### src/rtl/ccs_pkg.sv
// shared types and constants of the c comment stripper
// no dependencies
`timescale 1ns / 1ps
`default_nettype none

package ccs_pkg;

    // character codes
    localparam logic [7:0] CH_SLASH  = 8'h2F;
    localparam logic [7:0] CH_STAR   = 8'h2A;
    localparam logic [7:0] CH_DQUOTE = 8'h22;
    localparam logic [7:0] CH_SQUOTE = 8'h27;
    localparam logic [7:0] CH_BSLASH = 8'h5C;
    localparam logic [7:0] CH_NL     = 8'h0A;
    localparam logic [7:0] CH_SPACE  = 8'h20;

    // depth of the result queue, two entries at least
    localparam int CCS_FIFO_DEPTH = 4;

    // scanner modes
    typedef enum logic [2:0] {
        MODE_NORMAL = 3'd0,
        MODE_SLASH  = 3'd1,
        MODE_LINE   = 3'd2,
        MODE_BLOCK  = 3'd3,
        MODE_STAR   = 3'd4
    } ccs_mode_t;

    // up to two bytes produced by one request
    typedef struct packed {
        logic [1:0] count;
        logic [7:0] data0;
        logic [7:0] data1;
    } ccs_result_t;

    // one queued result
    typedef struct packed {
        logic [7:0] data;
        logic       last;
    } ccs_entry_t;

endpackage

`default_nettype wire

### src/rtl/ccs_scan.sv
// scanner state and per-byte comment removal logic
// depends on ccs_pkg
`timescale 1ns / 1ps
`default_nettype none

module ccs_scan
    import ccs_pkg::*;
(
    input  wire logic        clk,
    input  wire logic        rst_n,
    input  wire logic        accept,
    input  wire logic [7:0]  in_byte,
    input  wire logic        is_last,
    output ccs_result_t      result
);

    ccs_mode_t   mode_reg, mode_next;
    logic        str_reg, str_next;
    logic        chr_reg, chr_next;
    logic [7:0]  prev_reg;

    logic        dq_hit;
    logic        sq_hit;
    logic [1:0]  n;
    logic [7:0]  d0, d1;

    // quote toggles when the byte goes out as plain text
    assign dq_hit = !chr_reg && in_byte == CH_DQUOTE && prev_reg != CH_BSLASH;
    assign sq_hit = !str_reg && in_byte == CH_SQUOTE && prev_reg != CH_BSLASH;

    // next mode and emitted bytes
    always_comb
    begin
        mode_next = mode_reg;
        str_next  = str_reg;
        chr_next  = chr_reg;
        n         = 2'd0;
        d0        = CH_SPACE;
        d1        = in_byte;
        case (mode_reg)
            MODE_SLASH:
            begin
                if (in_byte == CH_SLASH)
                begin
                    mode_next = MODE_LINE;
                end
                else if (in_byte == CH_STAR)
                begin
                    mode_next = MODE_BLOCK;
                    if (is_last)
                    begin
                        n = 2'd1;
                    end
                end
                else
                begin
                    mode_next = MODE_NORMAL;
                    n         = 2'd2;
                    d0        = CH_SLASH;
                    str_next  = str_reg ^ dq_hit;
                    chr_next  = chr_reg ^ sq_hit;
                end
            end
            MODE_LINE:
            begin
                if (in_byte == CH_NL)
                begin
                    mode_next = MODE_NORMAL;
                    n         = 2'd1;
                    d0        = in_byte;
                end
            end
            MODE_BLOCK, MODE_STAR:
            begin
                if (is_last)
                begin
                    // literal state is cleared at stream end anyway
                    if (mode_reg == MODE_STAR && in_byte == CH_SLASH)
                    begin
                        n = 2'd1;
                    end
                    else
                    begin
                        n = 2'd2;
                    end
                end
                else if (mode_reg == MODE_STAR && in_byte == CH_SLASH)
                begin
                    mode_next = MODE_NORMAL;
                    n         = 2'd1;
                end
                else if (in_byte == CH_STAR)
                begin
                    mode_next = MODE_STAR;
                end
                else
                begin
                    mode_next = MODE_BLOCK;
                    if (in_byte == CH_NL)
                    begin
                        n  = 2'd1;
                        d0 = CH_NL;
                    end
                end
            end
            default:
            begin
                mode_next = MODE_NORMAL;
                if (!str_reg && !chr_reg && in_byte == CH_SLASH)
                begin
                    if (is_last)
                    begin
                        n  = 2'd1;
                        d0 = CH_SLASH;
                    end
                    else
                    begin
                        mode_next = MODE_SLASH;
                    end
                end
                else
                begin
                    n        = 2'd1;
                    d0       = in_byte;
                    str_next = str_reg ^ dq_hit;
                    chr_next = chr_reg ^ sq_hit;
                end
            end
        endcase
    end

    assign result.count = accept ? n : 2'd0;
    assign result.data0 = d0;
    assign result.data1 = d1;

    // scanner state, cleared after the last byte of a stream
    always_ff @(posedge clk or negedge rst_n)
    begin
        if (!rst_n)
        begin
            mode_reg <= MODE_NORMAL;
            str_reg  <= 1'b0;
            chr_reg  <= 1'b0;
            prev_reg <= 8'h00;
        end
        else if (accept)
        begin
            if (is_last)
            begin
                mode_reg <= MODE_NORMAL;
                str_reg  <= 1'b0;
                chr_reg  <= 1'b0;
                prev_reg <= 8'h00;
            end
            else
            begin
                mode_reg <= mode_next;
                str_reg  <= str_next;
                chr_reg  <= chr_next;
                prev_reg <= in_byte;
            end
        end
    end

endmodule

`default_nettype wire

### src/rtl/c_comment_stripper.sv
// Streams source text one byte per cycle while in_ready is high and
// removes C and C++ comments. A request is taken in any cycle in which the
// result queue has room for two bytes; the scanner decides a byte
// combinationally and writes zero, one or two bytes into a FIFO_DEPTH-entry
// result queue. Output is one byte per cycle while out_ready is high, so a
// run of two-byte requests is limited by the output side. A byte reaches the
// head of an empty queue in the cycle after acceptance. run_last marks the
// last byte produced by each request; requests that produce nothing give
// no result. All scanner state clears after a byte flagged is_last.
// depends on ccs_pkg and ccs_scan
`timescale 1ns / 1ps
`default_nettype none

module c_comment_stripper
    import ccs_pkg::*;
#(
    parameter int FIFO_DEPTH = CCS_FIFO_DEPTH
)
(
    input  wire logic        clk,
    input  wire logic        rst_n,
    input  wire logic        in_valid,
    output logic             in_ready,
    input  wire logic [7:0]  in_byte,
    input  wire logic        is_last,
    output logic             out_valid,
    input  wire logic        out_ready,
    output logic [7:0]       out_byte,
    output logic             run_last
);

    localparam int PTR_W = (FIFO_DEPTH > 1) ? $clog2(FIFO_DEPTH) : 1;
    localparam int CNT_W = $clog2(FIFO_DEPTH + 1);
    localparam logic [PTR_W-1:0] PTR_MAX  = PTR_W'(FIFO_DEPTH - 1);
    localparam logic [CNT_W-1:0] CNT_ROOM = CNT_W'(FIFO_DEPTH - 2);
    localparam logic [CNT_W-1:0] CNT_FULL = CNT_W'(FIFO_DEPTH);

    function automatic logic [PTR_W-1:0] ptr_inc(input logic [PTR_W-1:0] p);
        ptr_inc = (p == PTR_MAX) ? '0 : p + 1'b1;
    endfunction

    ccs_result_t      result;
    ccs_entry_t       mem_reg [FIFO_DEPTH];
    logic [PTR_W-1:0] wr_ptr_reg, wr_ptr_next;
    logic [PTR_W-1:0] rd_ptr_reg, rd_ptr_next;
    logic [CNT_W-1:0] count_reg, count_next;
    logic [PTR_W-1:0] wr_ptr_1;
    logic             accept;
    logic             pop;

    assign in_ready = count_reg <= CNT_ROOM;
    assign accept   = in_valid && in_ready;
    assign pop      = out_valid && out_ready;

    // per-byte scanner
    ccs_scan u_scan (
        .clk     (clk),
        .rst_n   (rst_n),
        .accept  (accept),
        .in_byte (in_byte),
        .is_last (is_last),
        .result  (result)
    );

    // queue pointers and fill count
    assign wr_ptr_1 = ptr_inc(wr_ptr_reg);

    always_comb
    begin
        wr_ptr_next = wr_ptr_reg;
        case (result.count)
            2'd1:    wr_ptr_next = wr_ptr_1;
            2'd2:    wr_ptr_next = ptr_inc(wr_ptr_1);
            default: wr_ptr_next = wr_ptr_reg;
        endcase
        rd_ptr_next = pop ? ptr_inc(rd_ptr_reg) : rd_ptr_reg;
        count_next  = count_reg + CNT_W'(result.count) - CNT_W'(pop);
    end

    always_ff @(posedge clk or negedge rst_n)
    begin
        if (!rst_n)
        begin
            wr_ptr_reg <= '0;
            rd_ptr_reg <= '0;
            count_reg  <= '0;
        end
        else
        begin
            wr_ptr_reg <= wr_ptr_next;
            rd_ptr_reg <= rd_ptr_next;
            count_reg  <= count_next;
        end
    end

    // queue storage, up to two writes a cycle
    always_ff @(posedge clk)
    begin
        if (result.count != 2'd0)
        begin
            mem_reg[wr_ptr_reg] <= '{data: result.data0, last: result.count == 2'd1};
        end
        if (result.count == 2'd2)
        begin
            mem_reg[wr_ptr_1] <= '{data: result.data1, last: 1'b1};
        end
    end

    // queue head drives the output
    assign out_valid = count_reg != '0;
    assign out_byte  = mem_reg[rd_ptr_reg].data;
    assign run_last  = mem_reg[rd_ptr_reg].last;

    // checks
    a_no_overflow: assert property (@(posedge clk) disable iff (!rst_n)
        count_reg <= CNT_FULL)
        else $error("result queue overflow");

    a_no_push_idle: assert property (@(posedge clk) disable iff (!rst_n)
        !accept |-> result.count == 2'd0)
        else $error("result written without an accepted request");

    a_push_visible: assert property (@(posedge clk) disable iff (!rst_n)
        result.count != 2'd0 |=> out_valid)
        else $error("written result not visible at the output");

    a_no_underflow: assert property (@(posedge clk) disable iff (!rst_n)
        (count_reg == '0) |-> (result.count == 2'd0 || count_next != '0))
        else $error("result queue underflow");

endmodule

`default_nettype wire
### config.mk
export PLATFORM = sky130hd
export DESIGN_NAME = c_comment_stripper
export DESIGN_NICKNAME = d
export VERILOG_FILES = /design/src/rtl/ccs_pkg.sv /design/src/rtl/ccs_scan.sv /design/src/rtl/c_comment_stripper.sv
export SDC_FILE = /design/constraint.sdc
export NUM_CORES = 1
export LEC_CHECK = 0
export BUFFER_PORTS_ARGS = -buffer_cell sky130_fd_sc_hd__buf_2
export CORE_MARGIN = 3
export CORE_UTILIZATION = 47
export CTS_CLUSTER_DIAMETER = 50
export DETAILED_ROUTE_END_ITERATION = 10
export PLACE_DENSITY = 0.62
export SLEW_MARGIN = 25
export SYNTH_ARGS = -nofsm -noshare
export SYNTH_HDL_FRONTEND = slang
export SYNTH_SLANG_ARGS = --single-unit
### constraint.sdc
create_clock -name clk -period 3.2 [get_ports clk]
set_clock_uncertainty 0.05 [all_clocks]
set_input_delay 0 -clock clk [delete_from_list [all_inputs] [get_ports clk]]
set_output_delay 0 -clock clk [all_outputs]
set_load 0.01 [all_outputs]
==> results of run 1 <==
[cell families (layout without fill, tap and decap cells)]
| group | Yosys count | after routing | synth area share, % |
|---|---|---|---|
| buffers and inverters | 21 | 57 | 2.64 |
| flip-flops | 56 | 56 | 47.1 |
| adder cells (fa/ha/maj) | 15 | 15 | 5.97 |
| multiplexers | 11 | 11 | 6.85 |
| XOR/XNOR | 5 | 5 | 1.34 |
| AND/OR/NAND/NOR | 147 | 147 | 23.0 |
| AO/OA/AOI/OAI | 57 | 57 | 13.1 |
[stage by stage]
| step | area, sq um | util (%) |
|---|---|---|
| 6_report | 3690 | 56.6 |
| 5_1_grt | 3690 | 56.6 |
| 4_1_cts | 3670 | 56.3 |
| 3_5_place_dp | 3490 | 53.4 |
| 3_3_place_gp | 3490 | 53.4 |
| 2_1_floorplan | 3270 | - |
[synthesized netlist by cell type (4+ instances only)]
cell type	count	area [sq um]
mux4_2	9	203
clkbuf_1	10	37.5
edfxtp_1	32	961
a21oi_1	14	70.1
and2_1	13	81.3
inv_1	9	33.8
nor2_1	8	30.0
nand2_1	64	240
o31ai_1	4	30.0
nor2b_1	8	50.1
dfrtp_1	20	500
nand2b_1	12	75.1
or3_1	4	25.0
ha_1	14	175
o21ai_4	4	65.1
nand3_1	11	55.1
nor3_1	8	40.0
o21ai_0	19	95.1
dfxtp_1	4	80.1
[per-layer routing]
metal	share of wire, %	vias to the layer above
met5	0	-
met4	1.3	0
met3	3.5	9
met2	47	41
met1	48	1151
li1	-	1187
[repair_timing]
item	4_1_cts	5_1_grt
hold buffers	9	0
gates resized for setup	0	7
endpoints found under the setup margin	0	56
hold endpoints to repair	29	0
[critical path: stages]
cell           delay [ns]
dlygate4sd3_1        0.53
buf_2                0.16
or4b_1               0.55
buf_4                0.21
or3_1                0.34
a22oi_1              0.17
or3_1                0.15
a21o_1               0.16
ha_2                 0.25
nand2b_1             0.25
o21ai_4              0.10
nand2_1              0.09
o21ai_0              0.10
[area by class of cell]
cell class | instances | share of cell area (%)
Clock buffer | 5 | 1.86
Clock inverter | 3 | 0.745
Inverter | 9 | 0.914
Multi-Input combinational cell | 235 | 45.0
Sequential cell | 56 | 41.7
Tap cell | 77 | 2.61
Timing Repair Buffer | 40 | 7.18
[power by group through the flow]
| stage | Combinational (mW) | Sequential (mW) | Clock, mW |
|---|---|---|---|
| after floorplan | 0.694 | 1.05 | 0 |
| after global placement | 0.850 | 1.14 | 0 |
| after detailed placement | 0.873 | 1.15 | 0 |
| after CTS | 0.888 | 1.13 | 0.430 |
| after global routing | 1.00 | 1.16 | 0.452 |
| final | 0.888 | 1.13 | 0.416 |
[how the worst min path moves through the flow]
stage / cells past startpoint / to
6_report: 3 / rd_ptr_reg[0]
5_1_grt: 3 / u_scan.prev_reg[1]
4_1_cts: 3 / rd_ptr_reg[0]
3_5_place_dp: 1 / u_scan.prev_reg[4]
3_3_place_gp: 1 / u_scan.prev_reg[3]
2_1_floorplan: 0 / count_reg[0]
==> results.py, run 1 <==
metrics = {
    "power_and_ir_drop": {
        "total_power_mw": 2.43,
        "powerDensity_nw_per_um2": 658,
        "intPower_mw": 1.55,
        "power_frac_comb_pct": 36.5,
        "p_clk_share_pct": 17.1,
        "share_seq_of_total_power_pct": 46.4,
        "leakage_nw": 1.47,
        "switching_share_pct": 36.2,
        "ir_drop_mv": 0.543,
        "switching_power_mw": 0.880,
    },
    "floorplan": {
        "die_height_um": 89.4,
        "die_area_sq_um": 7990,
        "start_util_pct": 50.1,
        "die_width_um": 89.4,
        "core-area_sq_um": 6530,
        "top_level_ports": 24,
        "rows": 29,
    },
    "grt": {
        "grt_usage_pct": 19.6,
        "gr-max-usage-layer": "met2",
        "grt-ovfl-total": 0,
        "grt_pass1_wl_um": 11800,
        "grt_max_degree": 24,
        "grt_pass1_vias": 2291,
        "grt_use_met3_pct": 2.86,
        "grt_use_met1_pct": 27.8,
        "gr-usage-met2_pct": 31.5,
        "antenna_found_initial": 0,
    },
    "setup_path": {
        "r2r_slack_ns": 0.47,
        "crit_end": "mem_reg[2][4]",
        "crit_fanout": 8,
        "arrival_ns": 3.07,
        "setup.worst_path.start_class": "input pin",
        "worstSetupStartpoint": "in_byte[6]",
        "cp.required_ns": 3.21,
        "r2r-end": "count_reg[2]",
        "r2r-start": "u_scan.mode_reg[2]",
        "end_kind": "flop",
        "critical_path_class": "in -> reg",
        "r2r.worst_path.cells": 9,
    },
    "logic_synthesis": {
        "netlist_instances": 312,
        "yosysUniqueCellTypes": 51,
        "syn_nets": 340,
        "ys_seq_elements": 56,
        "ys_seq_area_share_pct": 47.1,
        "async_flop_share_pct": 35.7,
        "yosysWarnings": 0,
        "netlist_area_sq_um": 3270,
        "syn_area_per_cell_sq_um": 10.5,
        "yosys_most_used_dff": "edfxtp_1",
        "synth-edff-count": 32,
    },
    "clock_tree": {
        "cts_tree": "built",
        "cts_buffers": 5,
        "cts_buffer_depth": 2,
        "htreeDepth": 2,
        "cts_num_sinks": 56,
        "cts-root-buf": "clkbuf_8",
        "clkLatencyLatePin_ns": 0.32,
        "clk_pin_slew_ns": 0.10,
        "postCtsSetupRepairBufs": 0,
    },
    "cells_and_area": {
        "antenna_cells": 0,
        "syn_to_final_growth_pct": 13.0,
        "mostFrequentLayoutCell": "nand2_1",
        "nets": 375,
        "drive_gt1_share_pct": 19.8,
        "layout_common_cells": "61 x nand2_1, 32 x edfxtp_1, 23 x buf_2, 20 x dfrtp_1, 19 x o21ai_0",
        "fin_cells": 425,
        "fill_cells": 557,
        "multiInputGateArea_sq_um": 1660,
        "register_area_sq_um": 1540,
        "largest_reg_flops": 36,
    },
    "outcome": {
        "status": "complete, but fails checks",
        "violations": "negative hold slack",
    },
    "route": {
        "drt-total-wl_um": 7250,
        "drtIter0Drc": 108,
        "vias": 2388,
        "viasPerCell": 5.62,
        "ant_nets": 0,
        "wire_per_inst_um": 17.1,
        "first_pass_iters": 4,
        "route.detailed.drc": 0,
    },
    "timing": {
        "setup_tns_ns": 0,
        "whs_ns": -0.00423,
        "drv_slew": 0,
        "relSlewSlack_pct": 51.8,
        "timing.final.ws_setup_ns": 0.137,
        "setup_viol": 0,
        "final.period_utilization_pct": 95.7,
        "period_needed_ns": 3.06,
        "rsz0062_at_grt": "no",
        "final_hold_viol_count": 1,
        "maxClockFrequency_mhz": 326,
        "max_slew.worst_pin.slew_ns": 0.724,
    },
    "placement": {
        "place_ws_ns": 0.173,
        "port_buffers": 23,
        "hpwl_um": 5230,
        "place_congestion": 0.863,
        "dp_cells": 408,
    },
    "flow_run": {
        "maxCapViolCount": 0,
    },
    "min_path": {
        "hold_class": "in -> reg",
        "hp-start": "out_ready",
    },
}
Power figures use the tool's default switching activity.
==> run 2, diff against run 1 <==
- CORE_UTILIZATION: 47 -> 30
- PLACE_DENSITY: 0.62 -> 0.42
==> run 2 against run 1 <==
The flow now finishes without violations. Sequential share of layout area fell by 0.52 points. Combinational power barely moved. Register-to-register slack got worse by 0.10 ns. Die area rose by 52%. Maximum frequency rose by 4.9%. Final area rose by 1.3%. Setup slack improved by 0.14 ns. Critical endpoint is now mem_reg[2][5]. First-iteration DRC count fell by 9.3%. Count of clock-buffer cells in the layout rose by 1. Via count fell by 0.80%.
==> results.py, run 2 (synthesized netlist as in run 1, its figures left out) <==
metrics = {
    "outcome": {
        "status": "finished, final reports clean",
    },
    "timing": {
        "setup_viol": 0,
        "final_hold_viol_count": 0,
        "period_needed_ns": 2.92,
        "drv_slew": 0,
        "max_slew.worst_pin.slew_ns": 0.717,
        "relSlewSlack_pct": 51.7,
        "final.period_utilization_pct": 91.2,
        "setup_tns_ns": 0,
        "maxClockFrequency_mhz": 343,
        "rsz0062_at_grt": "no",
    },
    "setup_path": {
        "cp.required_ns": 3.14,
        "end_kind": "flop",
        "arrival_ns": 2.86,
        "r2r.worst_path.cells": 9,
        "crit_fanout": 9,
        "r2r-start": "u_scan.mode_reg[2]",
        "setup.worst_path.start_class": "input pin",
        "r2r_slack_ns": 0.37,
        "critical_path_class": "in -> reg",
        "r2r-end": "count_reg[2]",
    },
    "clock_tree": {
        "cts_num_sinks": 56,
        "htreeDepth": 2,
        "cts_tree": "built",
        "clk_pin_slew_ns": 0.10,
        "cts-root-buf": "clkbuf_8",
        "clkLatencyLatePin_ns": 0.31,
        "cts.repair.resized": 0,
        "cts_buffers": 5,
        "cts_buffer_depth": 2,
    },
    "placement": {
        "hpwl_um": 6050,
        "place_congestion": 0.833,
        "dpl_cell_area_sq_um": 3590,
        "port_buffers": 23,
    },
    "cells_and_area": {
        "nets": 372,
        "drive_gt1_share_pct": 18.3,
        "antenna_cells": 0,
        "largest_reg_flops": 36,
        "syn_to_final_growth_pct": 14.4,
        "layout_common_cells": "64 x nand2_1, 32 x edfxtp_1, 23 x buf_2, 20 x dfrtp_1, 19 x o21ai_0",
        "fin_area_sq_um": 3740,
        "mostFrequentLayoutCell": "nand2_1",
    },
    "grt": {
        "grt_max_degree": 24,
        "grt_usage_pct": 13.9,
        "grt_pass1_vias": 2405,
        "antenna_found_initial": 0,
        "grt-ovfl-total": 0,
        "grt_pass1_wl_um": 13000,
    },
    "floorplan": {
        "top_level_ports": 24,
        "rows": 37,
        "start_util_pct": 31.2,
        "die_height_um": 110,
        "die_width_um": 110,
        "die_area_sq_um": 12200,
        "core-area_sq_um": 10500,
    },
    "power_and_ir_drop": {
        "p_clk_share_pct": 19.4,
        "leakage_nw": 1.47,
        "power_frac_comb_pct": 35.7,
        "share_seq_of_total_power_pct": 44.9,
        "ir_drop_mv": 0.202,
        "intPower_mw": 1.63,
        "switching_power_mw": 0.863,
        "switching_share_pct": 34.6,
        "powerDensity_nw_per_um2": 666,
    },
    "route": {
        "first_pass_iters": 4,
        "drt-total-wl_um": 7830,
        "route.detailed.drc": 0,
        "wire_per_inst_um": 16.3,
        "ant_nets": 0,
        "drtIter0Drc": 98,
        "viasPerCell": 4.93,
        "vias": 2369,
    },
    "min_path": {
        "hold_class": "in -> reg",
        "min_to": "u_scan.prev_reg[0]",
        "min_path_cells": 3,
        "hp-start": "in_byte[0]",
    },
    "flow_run": {
        "maxCapViolCount": 0,
    },
}
## run 2: changes by cell type in the layout (fill, tap and decap cells not counted), sizes merged
cell	delta
clkinvlp	-1
clkbuf	+1
buf	+2
dlygate4sd3	-5
bufinv	+1
clkinv	-1
## run 2: metal layers
layer | wire length, um | global-route usage [%] | vias up | part of all wire [%]
li1 | - | - | 1176 | -
met1 | 3850 | 20.1 | 1147 | 49
met2 | 3700 | 22.4 | 42 | 47
met3 | 213 | 1.92 | 4 | 2.7
met4 | 71 | 3.08 | 0 | 0.91
met5 | 0 | 0 | - | 0
## run 2: power by group through the flow
stage	Combinational [mW]	Sequential (mW)	Clock, mW
final	0.888	1.12	0.484
after global routing	1.02	1.15	0.528
after CTS	0.907	1.12	0.505
after detailed placement	0.902	1.14	0
after global placement	0.884	1.14	0
after floorplan	0.694	1.05	0
## run 2: worst max path at each step
| stage | startpoint | slack, ns | cells past startpoint | to |
|---|---|---|---|---|
| 5_1_grt | in_byte[2] | 0.05 | 10 | mem_reg[3][2] |
| 3_5_place_dp | in_byte[4] | 0.19 | 9 | mem_reg[2][7] |
| 4_1_cts | in_byte[2] | 0.28 | 10 | mem_reg[3][2] |
| 6_report | in_byte[2] | 0.28 | 10 | mem_reg[2][5] |
| 2_1_floorplan | u_scan.mode_reg[2] | 0.37 | 10 | count_reg[2] |
| 3_3_place_gp | in_byte[4] | 0.26 | 9 | mem_reg[3][8] |
## run 2: critical path, cell delays in order
cell	delay (ns)
dlygate4sd3_1	0.52
buf_2	0.19
or2_2	0.35
nor3_1	0.24
a21oi_1	0.09
or3_1	0.33
a22o_1	0.28
ha_1	0.29
nand2b_1	0.25
nand2_1	0.31
## run 2: cell type report
| cell class | instances | area, sq um |
|---|---|---|
| Fill cell | 1087 | 6720 |
| Multi-Input combinational cell | 235 | 1640 |
| Sequential cell | 56 | 1540 |
| Timing Repair Buffer | 37 | 243 |
| Tap cell | 136 | 170 |
| Clock buffer | 6 | 72.6 |
| Clock inverter | 2 | 38.8 |
| Inverter | 9 | 33.8 |
## run 2: per-stage QoR
stage | util [%] | cells | worst slack, ns | power, mW | hold WS [ns]
after floorplan | - | 312 | 0.371 | 1.74 | -0.346
after global placement | 34.3 | 469 | 0.261 | 2.02 | -0.0546
after detailed placement | 34.3 | 469 | 0.194 | 2.04 | -0.0449
after CTS | 35.8 | 481 | 0.282 | 2.54 | 0.00256
after global routing | 35.8 | 481 | 0.0533 | 2.70 | 0.0180
final | 35.8 | 481 | 0.281 | 2.49 | 0.00620
## run 2: what timing repair did
item / CTS / global route
setup buffers: 0 / 0
hold buffers: 4 / 0
endpoints found under the hold margin: 23 / 0
==> run 3, diff against run 2 <==
--- a/constraint.sdc
+++ b/constraint.sdc
@@ -4,2 +4,2 @@
 set_output_delay 0 -clock clk [all_outputs]
-set_load 0.01 [all_outputs]
+set_load 0.1 [all_outputs]
==> run 3 against run 2 <==
Combinational power up 63%. Register-to-register slack better by 0.03 ns. Count of clock-buffer cells in the layout down 1. Critical path depth unchanged. Global-route usage down 0.58 points. Sequential power about the same. Maximum frequency down 0.49%. First-iteration DRC count down 24%. Non-clock buffer count up 2. Largest cell class unchanged.
==> results.py, run 3 (synthesized netlist as in run 1, its figures left out) <==
metrics = {
    "grt": {
        "grt_max_degree": 24,
        "grt-ovfl-total": 0,
        "antenna_found_initial": 0,
        "grt_usage_pct": 13.4,
        "grt_pass1_wl_um": 12500,
        "grt_pass1_vias": 2376,
    },
    "setup_path": {
        "end_kind": "flop",
        "critical_path_class": "in -> reg",
        "setup.worst_path.start_class": "input pin",
        "r2r-end": "count_reg[2]",
        "r2r.worst_path.cells": 9,
        "arrival_ns": 2.87,
        "cp.required_ns": 3.14,
        "r2r_slack_ns": 0.40,
        "cp_num_cells": 10,
        "crit_fanout": 9,
        "r2r-start": "u_scan.mode_reg[2]",
        "crit_buf_inv": 2,
        "crit_path_max_incr_delay_ns": 0.53,
        "slowest_stage": "dlygate4sd3_1",
        "path_delay_family": "simple AND/OR/NAND/NOR gates",
        "crit_chain": "dlygate4sd3_1 -> buf_2 -> or2_2 -> nor3_1 -> a21oi_1 -> or3_1 -> a22o_1 -> ha_1 -> nand2b_1 -> nand2_1",
    },
    "route": {
        "wire_per_inst_um": 15.5,
        "vias": 2323,
        "drt-total-wl_um": 7500,
        "route.detailed.drc": 0,
        "drtIter0Drc": 74,
        "ant_nets": 0,
        "viasPerCell": 4.81,
        "first_pass_iters": 4,
    },
    "clock_tree": {
        "cts_buffers": 5,
        "cts_tree": "built",
        "cts.repair.resized": 0,
        "clk_pin_slew_ns": 0.11,
        "cts_buffer_depth": 2,
        "htreeDepth": 2,
        "clkLatencyLatePin_ns": 0.31,
        "cts-root-buf": "clkbuf_8",
        "cts_num_sinks": 56,
    },
    "timing": {
        "final.period_utilization_pct": 91.7,
        "final_hold_viol_count": 0,
        "relSlewSlack_pct": 54.0,
        "max_slew.worst_pin.slew_ns": 0.683,
        "period_needed_ns": 2.93,
        "maxClockFrequency_mhz": 341,
        "setup_viol": 0,
        "rsz0062_at_grt": "no",
        "setup_tns_ns": 0,
        "drv_slew": 0,
    },
    "floorplan": {
        "start_util_pct": 31.2,
        "die_height_um": 110,
        "top_level_ports": 24,
        "die_width_um": 110,
        "rows": 37,
        "die_area_sq_um": 12200,
        "core-area_sq_um": 10500,
    },
    "placement": {
        "dp_cells": 466,
        "port_buffers": 23,
        "hpwl_um": 5760,
        "place_congestion": 0.816,
    },
    "min_path": {
        "hold_class": "in -> reg",
        "min_to": "mem_reg[3][5]",
        "hp-start": "in_byte[4]",
        "min_path_cells": 2,
    },
    "outcome": {
        "status": "finished, final reports clean",
    },
    "cells_and_area": {
        "mostFrequentLayoutCell": "nand2_1",
        "antenna_cells": 0,
        "nets": 374,
        "layout_common_cells": "64 x nand2_1, 32 x edfxtp_1, 23 x buf_2, 20 x dfrtp_1, 19 x o21ai_0",
        "fin_cells": 483,
        "fill_cells": 1089,
        "largest_reg_flops": 36,
        "register_area_sq_um": 1540,
        "drive_gt1_share_pct": 17.9,
        "multiInputGateArea_sq_um": 1650,
        "syn_to_final_growth_pct": 14.9,
    },
    "flow_run": {
        "maxCapViolCount": 0,
    },
    "power_and_ir_drop": {
        "ir_drop_mv": 0.540,
        "powerDensity_nw_per_um2": 797,
        "leakage_nw": 1.46,
    },
}
-- run 3: power breakdown --
group | leakage, nW | switching [mW] | internal (mW)
sequential | 0.577 | 0.169 | 0.954
clock | 0.0463 | 0.262 | 0.162
combinational | 0.841 | 1.01 | 0.437
total | 1.46 | 1.44 | 1.55
-- run 3: what timing repair did --
action,4_1_cts,5_1_grt
endpoints found under the hold margin,28,0
buffers inserted,0,0
hold buffers,9,0
-- run 3: area by class of cell --
class,count,area share [%]
Timing Repair Buffer,39,7.19
Inverter,9,0.899
Clock buffer,5,1.83
Tap cell,136,4.53
Multi-Input combinational cell,235,43.8
Sequential cell,56,41.0
Clock inverter,3,0.733
-- run 3: how the worst max path moves through the flow --
stage,slack [ns],endpoint,startpoint
2_1_floorplan,0.06,count_reg[2],count_reg[1]
3_3_place_gp,0.15,mem_reg[0][8],in_byte[4]
3_5_place_dp,0.1,mem_reg[2][8],in_byte[4]
4_1_cts,0.25,mem_reg[0][4],in_byte[0]
5_1_grt,0.02,mem_reg[0][4],in_byte[0]
6_report,0.27,mem_reg[0][4],in_byte[0]
-- run 3: through the flow --
step	setup WS, ns	hold slack [ns]	cell area (sq um)	total power, mW	utilization, %
5_1_grt	0.0177	0.00676	3760	3.21	35.9
3_5_place_dp	0.0988	-0.0490	3570	2.60	34.1
6_report	0.266	0.00688	3760	3.00	35.9
2_1_floorplan	0.0561	-0.346	3270	2.32	-
3_3_place_gp	0.149	-0.0458	3570	2.59	34.1
4_1_cts	0.254	0.0000135	3760	3.04	35.9
-- run 3: per-layer routing --
metal / part of all wire [%] / GRT usage, %
met1: 51 / 19.1
met2: 46 / 21.3
met3: 2.5 / 2.15
met4: 1.1 / 3.17
met5: 0 / 0
